===== src/hdl/humidity_sensor_readout_unit_defines.svh =====
// Assertion macros for the humidity sensor readout unit
`ifndef HUMIDITY_SENSOR_READOUT_UNIT_DEFINES_SVH
`define HUMIDITY_SENSOR_READOUT_UNIT_DEFINES_SVH
`ifndef SYNTHESIS
`define HSR_ASSERT(lbl, clk, rstn, prop, msg) \
  lbl: assert property (@(posedge clk) disable iff (!rstn) prop) else $error(msg);
`define HSR_ASSERT_NORST(lbl, clk, prop, msg) \
  lbl: assert property (@(posedge clk) prop) else $error(msg);
`else
`define HSR_ASSERT(lbl, clk, rstn, prop, msg)
`define HSR_ASSERT_NORST(lbl, clk, prop, msg)
`endif
`endif


===== src/hdl/hsr_pkg.sv =====
// Shared types and constants for the humidity sensor readout unit
package hsr_pkg;
  typedef enum logic [4:0] {
    PH_IDLE, PH_TS1, PH_TS2, PH_TS3, PH_TS4, PH_TS5, PH_TS6,
    PH_CMD_LOW, PH_CMD_HIGH, PH_ACK_HIGH, PH_ACK_LOW, PH_WAIT,
    PH_RD_HIGH, PH_RD_LOW, PH_MACK_SET, PH_MACK_HIGH, PH_MACK_LOW,
    PH_CRC_HIGH, PH_CRC_LOW, PH_CONV
  } phase_e;

  localparam logic [7:0] TEMP_COMMAND  = 8'd3;
  localparam logic [7:0] HUMID_COMMAND = 8'd5;

  localparam logic [2:0] REG_TEMP_OFFSET = 3'd0;
  localparam logic [2:0] REG_TEMP_GAIN   = 3'd1;
  localparam logic [2:0] REG_HUM_OFFSET  = 3'd2;
  localparam logic [2:0] REG_HUM_LINEAR  = 3'd3;
  localparam logic [2:0] REG_HUM_SQUARE  = 3'd4;
  localparam logic [2:0] REG_COMP_BASE   = 3'd5;
  localparam logic [2:0] REG_COMP_SLOPE  = 3'd6;
  localparam logic [2:0] REG_TIMEOUT     = 3'd7;

  typedef struct packed {
    logic [15:0] temp_offset;
    logic [15:0] temp_gain;
    logic [15:0] hum_offset;
    logic [23:0] hum_linear;
    logic [23:0] hum_square;
    logic [15:0] comp_base;
    logic [15:0] comp_slope;
    logic [7:0]  ready_timeout;
  } cfg_t;

  // controller -> datapath
  typedef struct packed {
    logic shift_in;     // shift data_in into word
    logic clr_word;
    logic store_raw;    // end of a read word
    logic hum_pass;
    logic conv_start;   // humidity conversion start
  } dp_cmd_t;

  // datapath -> controller
  typedef struct packed {
    logic conv_done;
  } dp_sts_t;
endpackage


===== src/hdl/hsr_controller.sv =====
// Pin sequencing state machine for the sensor transfer cycle
module hsr_controller (
  input  logic              clk_i,
  input  logic              rst_ni,
  input  hsr_pkg::cfg_t     cfg_i,
  input  logic              in_valid_i,
  output logic              in_ready_o,
  input  logic              start_req_i,
  input  logic              data_in_i,
  output logic              out_valid_o,
  input  logic              out_ready_i,
  output logic              clock_out_o,
  output logic              data_out_o,
  output logic              data_enable_o,
  output logic              done_res_o,
  output logic              report_o,
  output logic              timed_out_o,
  output logic [7:0]        error_count_o,
  output hsr_pkg::dp_cmd_t  cmd_o,
  input  hsr_pkg::dp_sts_t  sts_i
);
  import hsr_pkg::*;
  `include "humidity_sensor_readout_unit_defines.svh"

  phase_e      ph_q, ph_d;
  logic [4:0]  bit_q, bit_d;
  logic [7:0]  wait_q, wait_d;
  logic [7:0]  tot_q, tot_d;
  logic        hum_q, hum_d;
  logic        ov_q, ov_d;
  logic        clk_q, clk_d, do_q, do_d, den_q, den_d, done_q, done_d;
  logic        rep_q, rep_d, tmo_q, tmo_d;
  logic        acc;
  logic [7:0]  cmd, limit, wnext;

  assign in_ready_o = (ph_q != PH_CONV) && (!ov_q || out_ready_i);
  assign acc   = in_valid_i && in_ready_o;
  assign cmd   = hum_q ? HUMID_COMMAND : TEMP_COMMAND;
  assign limit = (cfg_i.ready_timeout == 8'd0) ? 8'd1 : cfg_i.ready_timeout;
  assign wnext = wait_q + 8'd1;

  // next state
  always_comb begin
    ph_d = ph_q; bit_d = bit_q; wait_d = wait_q; tot_d = tot_q; hum_d = hum_q;
    if (ph_q == PH_CONV) begin
      if (sts_i.conv_done) begin ph_d = PH_IDLE; hum_d = 1'b0; end
    end else if (acc) begin
      unique case (ph_q)
        PH_IDLE: if (start_req_i) begin ph_d = PH_TS1; hum_d = 1'b0; end
        PH_TS1: ph_d = PH_TS2;
        PH_TS2: ph_d = PH_TS3;
        PH_TS3: ph_d = PH_TS4;
        PH_TS4: ph_d = PH_TS5;
        PH_TS5: ph_d = PH_TS6;
        PH_TS6: begin ph_d = PH_CMD_LOW; bit_d = '0; end
        PH_CMD_LOW: ph_d = PH_CMD_HIGH;
        PH_CMD_HIGH: begin
          bit_d = bit_q + 5'd1;
          ph_d = (bit_d >= 5'd8) ? PH_ACK_HIGH : PH_CMD_LOW;
        end
        PH_ACK_HIGH: ph_d = PH_ACK_LOW;
        PH_ACK_LOW: begin wait_d = '0; ph_d = PH_WAIT; end
        PH_WAIT: begin
          if (!data_in_i) begin
            bit_d = '0; ph_d = PH_RD_HIGH;
          end else begin
            wait_d = wnext;
            if (wnext >= limit) begin
              if (tot_q != 8'hff) tot_d = tot_q + 8'd1;
              ph_d = PH_IDLE; hum_d = 1'b0;
            end
          end
        end
        PH_RD_HIGH: begin bit_d = bit_q + 5'd1; ph_d = PH_RD_LOW; end
        PH_RD_LOW: begin
          if (bit_q == 5'd8) ph_d = PH_MACK_SET;
          else if (bit_q >= 5'd16) ph_d = PH_CRC_HIGH;
          else ph_d = PH_RD_HIGH;
        end
        PH_MACK_SET: ph_d = PH_MACK_HIGH;
        PH_MACK_HIGH: ph_d = PH_MACK_LOW;
        PH_MACK_LOW: ph_d = PH_RD_HIGH;
        PH_CRC_HIGH: ph_d = PH_CRC_LOW;
        PH_CRC_LOW: begin
          if (hum_q) ph_d = PH_CONV;
          else begin hum_d = 1'b1; ph_d = PH_TS1; end
        end
        default: begin ph_d = PH_IDLE; hum_d = 1'b0; end
      endcase
    end
  end

  // outputs
  always_comb begin
    clk_d = clk_q; do_d = do_q; den_d = den_q; done_d = done_q;
    rep_d = rep_q; tmo_d = tmo_q;
    ov_d = ov_q && !out_ready_i;
    cmd_o = '0;
    cmd_o.hum_pass = hum_q;
    if (ph_q == PH_CONV) begin
      if (sts_i.conv_done) begin
        ov_d = 1'b1; clk_d = 1'b0; do_d = 1'b1; den_d = 1'b1;
        done_d = 1'b1; rep_d = 1'b1; tmo_d = 1'b0;
      end
    end else if (acc) begin
      ov_d = 1'b1;
      clk_d = 1'b0; do_d = 1'b0; den_d = 1'b0; done_d = 1'b0;
      rep_d = 1'b0; tmo_d = 1'b0;
      unique case (ph_q)
        PH_TS1, PH_TS5: begin clk_d = 1'b1; do_d = 1'b1; den_d = 1'b1; end
        PH_TS2, PH_TS4: begin clk_d = 1'b1; den_d = 1'b1; end
        PH_TS3: den_d = 1'b1;
        PH_TS6: begin do_d = 1'b1; den_d = 1'b1; end
        PH_CMD_LOW, PH_CMD_HIGH: begin
          den_d = 1'b1;
          do_d  = cmd[3'd7 - bit_q[2:0]];
          clk_d = (ph_q == PH_CMD_HIGH);
        end
        PH_ACK_HIGH: clk_d = 1'b1;
        PH_WAIT: begin
          if (!data_in_i) cmd_o.clr_word = 1'b1;
          else if (wnext >= limit) begin done_d = 1'b1; tmo_d = 1'b1; end
        end
        PH_RD_HIGH: begin clk_d = 1'b1; cmd_o.shift_in = 1'b1; end
        PH_RD_LOW: if (bit_q != 5'd8 && bit_q >= 5'd16) cmd_o.store_raw = 1'b1;
        PH_MACK_SET, PH_MACK_LOW: den_d = 1'b1;
        PH_MACK_HIGH: begin den_d = 1'b1; clk_d = 1'b1; end
        PH_CRC_HIGH: begin den_d = 1'b1; do_d = 1'b1; clk_d = 1'b1; end
        PH_CRC_LOW: begin
          den_d = 1'b1; do_d = 1'b1;
          if (hum_q) begin ov_d = 1'b0; cmd_o.conv_start = 1'b1; end
        end
        default: ;
      endcase
    end
  end

  always_ff @(posedge clk_i or negedge rst_ni) begin
    if (!rst_ni) begin
      ph_q <= PH_IDLE; bit_q <= '0; wait_q <= '0; tot_q <= '0; hum_q <= 1'b0;
      ov_q <= 1'b0; clk_q <= 1'b0; do_q <= 1'b0; den_q <= 1'b0;
      done_q <= 1'b0; rep_q <= 1'b0; tmo_q <= 1'b0;
    end else begin
      ph_q <= ph_d; bit_q <= bit_d; wait_q <= wait_d; tot_q <= tot_d;
      hum_q <= hum_d; ov_q <= ov_d; clk_q <= clk_d; do_q <= do_d;
      den_q <= den_d; done_q <= done_d; rep_q <= rep_d; tmo_q <= tmo_d;
    end
  end

  assign out_valid_o   = ov_q;
  assign clock_out_o   = clk_q;
  assign data_out_o    = do_q;
  assign data_enable_o = den_q;
  assign done_res_o    = done_q;
  assign report_o      = rep_q;
  assign timed_out_o   = tmo_q;
  assign error_count_o = tot_q;

  `HSR_ASSERT(a_conv_noin, clk_i, rst_ni, (ph_q == PH_CONV) |-> !in_ready_o, "input during conv")
  `HSR_ASSERT(a_rep_done, clk_i, rst_ni, (rep_q || tmo_q) |-> done_q, "report without done")
  `HSR_ASSERT(a_tot_mono, clk_i, rst_ni, tot_q >= $past(tot_q), "error count fell")
endmodule


===== config.mk =====
export PLATFORM = sky130hd
export DESIGN_NAME = hsr_controller
export DESIGN_NICKNAME = d
export VERILOG_FILES = /design/src/hdl/hsr_pkg.sv /design/src/hdl/hsr_controller.sv
export VERILOG_INCLUDE_DIRS = /design/src /design/src/hdl
export SDC_FILE = /design/constraint.sdc
export NUM_CORES = 1
export LEC_CHECK = 0
export BUFFER_PORTS_ARGS = -buffer_cell sky130_fd_sc_hd__buf_2
export CAP_MARGIN = 20
export CORE_AREA = 2 2 84 86
export CTS_BUF_LIST = sky130_fd_sc_hd__clkbuf_4 sky130_fd_sc_hd__clkbuf_8 sky130_fd_sc_hd__clkbuf_16
export CTS_CLUSTER_DIAMETER = 60
export DETAILED_ROUTE_END_ITERATION = 10
export DIE_AREA = 0 0 86 88
export HOLD_SLACK_MARGIN = 0.15
export PLACE_DENSITY = 0.79
export SLEW_MARGIN = 25
export SYNTH_ARGS = -nofsm -noshare
export SYNTH_HDL_FRONTEND = slang
export SYNTH_SLANG_ARGS = --single-unit
export TNS_END_PERCENT = 50

===== constraint.sdc =====
create_clock -name clk_i -period 2.7 [get_ports clk_i]
set_clock_uncertainty 0.15 [all_clocks]
set_input_delay 0.27 -clock clk_i [delete_from_list [all_inputs] [get_ports clk_i]]
set_output_delay 0.27 -clock clk_i [all_outputs]
set_load 0.1 [all_outputs]

==> flow_summary.toml <==
[run_status]
status = "finished with violations"
violations = "negative setup slack"

[die]
fp.dieW_um = 86
die_area_um2 = 7568
coreArea_um2 = 6644
num_rows = 30
io_pins = 164
die_h_um = 88
start_util_pct = 37.02

[drt]
met2_length_um = 3001
maxUsedRoutingLayer = "met4"
drc_errors = 0
vias_per_cell = 5.673
drtIter0Drc = 170
drtPass1Iterations = 4
wirelength_um = 6234
postRouteAntennaNets = 0
wl_met1_um = 2814
dr_wl_met3_um = 351
wl_per_cell_um = 14.88
vias = 2377

[sta]
final-setup-viol-count = 5
slew_headroom_pct = 48.60
finalCritPeriodShare_pct = 102.1
slew_viol_final = 0
rsz0062_at_grt = "yes"
finalCriticalPeriod_ps = 2756
worst_slack_ps = -55.73
hold_violations = 0
worstMarginPinSlew_ps = 771.0
fmaxAchievable_mhz = 362.9
tns_ps = -260.0

[clock_network]
cts_made_buffers = 5
path_clk_slew_ps = 70
htree_levels = 2
cts_tree = "yes"
clk_latency_ps = 290
cts.sinks = 34
clockBufferDepth = 2
cts_root_buf = "clkbuf_8"

[placed_design]
port_buffers = 35
gp_congestion = 0.8870
dpl.hpwl_um = 4289
place_area_um2 = 2858

[grt]
grt_overflow_total = 0
grt_pass1_wl_um = 10150
first_global_vias = 2197
track_usage_pct = 16.71
antenna_found_initial = 0
grt_max_degree = 35

[worst_setup_path]
crit_type = "flop to flop"
slowest_delay_ps = 440
crit_fanout = 6
critPathLaunchType = "flop"
r2r_setup_slack_ps = -60
worstPathRequired_ps = 2730
worst_ep_arrival_time_ps = 2780
slowest_stage = "or4_4"
path_cells = "ha_2 > nand3_2 > xnor2_1 > ha_1 > or4_4 > a21oi_4 > o31ai_4 > o21ai_4 > mux2_4"
crit_path_end_kind = "flop"

[power_and_ir_drop]
p_switching_mw = 1.076
p_leak_nw = 1.433
internal_power_mw = 1.205
peakVddDrop_v = 0.0004440
p_total_mw = 2.281
power_frac_clock_pct = 17.9
seq_power_share_pct = 27.6
p_sw_share_pct = 47.17
p_per_area_nw_per_um2 = 739.1
combPwrFrac_pct = 54.5

[synthesis]
ys_warn_count = 0
synth_area_per_cell_um2 = 8.601
async_reset_ff_share_pct = 100.0
ys_ff_latch = 34
synthesis.nets = 441
ys.flop_type = "dfrtp_1"
ys_seq_area_share_pct = 34.59
synth_edf_count = 0
synth.top_cell.area_share_pct = 34.59
yosysUniqueCellTypes = 61
syn_area_um2 = 2460
yosys.area.top_type = "dfrtp_1"
synthTopCellsByArea = "dfrtp_1 35%, ha_1 6.1%, nand2_1 4.7%"
syn-instance-count = 286

[finish]
drive_gt1_share_pct = 28.91
num-fill-cells = 622
multi_input_area_um2 = 1583
antenna_cells = 0
syn_to_final_growth_pct = 25.48
seqCellArea_um2 = 853.3
final_nets = 493
design_area_um2 = 3087

[job]
max_cap_viol_count = 0

[min_path]
holdCritPathClass = "input pin to flop"
state kept, by name, indices dropped and copies added, names as in the netlist:
register / cells
bit_q: 5
wait_q: 8
error_count_o: 8
hum_q: 1
out_valid_o: 1
ph_q: 5
report_o: 1
clock_out_o: 1
data_enable_o: 1
timed_out_o: 1
done_res_o: 1
data_out_o: 1
worst paths after layout:
path                                                start                         to  depth (start not counted)
worst max-delay path                wait_q[1]$_DFFE_PN0P_        ph_q[3]$_DFFE_PN0P_                          9
worst min-delay path                          out_ready_i      out_valid_o$_DFF_PN0_                          3
worst max register to register      wait_q[1]$_DFFE_PN0P_        ph_q[3]$_DFFE_PN0P_                          9
worst min register to register  data_enable_o$_DFFE_PN0P_  data_enable_o$_DFFE_PN0P_                          2
max in group asynchronous                          rst_ni      out_valid_o$_DFF_PN0_                          2
min in group asynchronous                          rst_ni     data_out_o$_DFFE_PN0P_                          2
what timing repair did:
item,CTS,global route
resized for setup,13,4
setup buffers,7,2
setup endpoints to repair,6,14
hold endpoints to repair,34,0
pin swaps,7,3
hold buffers,1,0
metrics by stage:
step	setup slack [ps]	util [%]	std cells	hold slack, ps
global route	-194.8	46.46	419	203.7
CTS	5.845	46.01	417	171.3
floorplan	-11.44	-	286	-175.6
detailed placement	-189.0	43.01	403	238.5
finish	-55.73	46.46	419	166.0
global placement	-146.6	43.01	403	238.7
synthesized netlist by cell type, types with 4 or more instances:
cell and count:
clkbuf_1 9, inv_1 14, a21oi_1 12, nor4_1 6, buf_2 4, and3_1 5
a22o_1 4, xor2_1 6, nand3_1 20, and2_1 5, xnor2_1 9, nand2b_1 11
dfrtp_1 34, nand2_1 31, o21ai_0 22, nor2_1 15, ha_1 12, mux2_2 7
kinds of logic (layout without fill, tap and decap cells):
family                   count (synthesis)  after routing  share of synthesized area (%)
adder cells (fa/ha/maj)                 13             13                          6.511
AO/OA/AOI/OAI                           68             68                          19.07
multiplexers                             8              8                          3.662
buffers and inverters                   30             83                          5.290
flip-flops                              34             34                          34.59
XOR/XNOR                                15             15                          5.341
AND/OR/NAND/NOR                        118            118                          25.53
layout make-up:
class / instances / share of cell area, %
well taps: 80 / 3.243
clock buffers: 7 / 2.919
multi-input cells: 222 / 51.28
repair buffers: 61 / 13.05
inverters: 14 / 1.702
clock inverters: 1 / 0.1621
flip-flops and latches: 34 / 27.64
worst max-delay path: cells and delay by family, from the launching register on:
family,cells,cell delay (ps)
flops,1,370
fa+ha+maj,2,460
compound gates,3,610
mux,1,330
simple gates,2,550
xor+xnor,1,160
power by group through the flow:
stage          clock network [mW]  logic, mW  registers, mW
2_1_floorplan                   0      0.709          0.852
3_3_place_gp                    0       1.15          0.634
3_5_place_dp                    0       1.17          0.638
4_1_cts                     0.410       1.22          0.628
5_1_grt                     0.437       1.35          0.637
6_report                    0.408       1.24          0.629
layer usage:
metal  track usage [%]  vias up
li1                  -     1145
met1             22.43     1153
met2             27.20       71
met3             4.807        8
met4             2.886        0
met5                 0        -
placed cells by master, fill, tap and decap left out, types with 4 or more instances in the layout:
cell      instances
xor2_1            6
and3_1            5
nand3_1          19
a22o_1            4
ha_1             11
and2_1            5
nand2_1          31
a21oi_1           9
inv_1            14
nor2_1           12
buf_2            33
clkbuf_8          6
nor4_1            4
xnor2_1           9
nand2b_1         11
o21ai_0          22
buf_4            25
dfrtp_1          32
mux2_4            5
(Power assumes the default switching activity.)
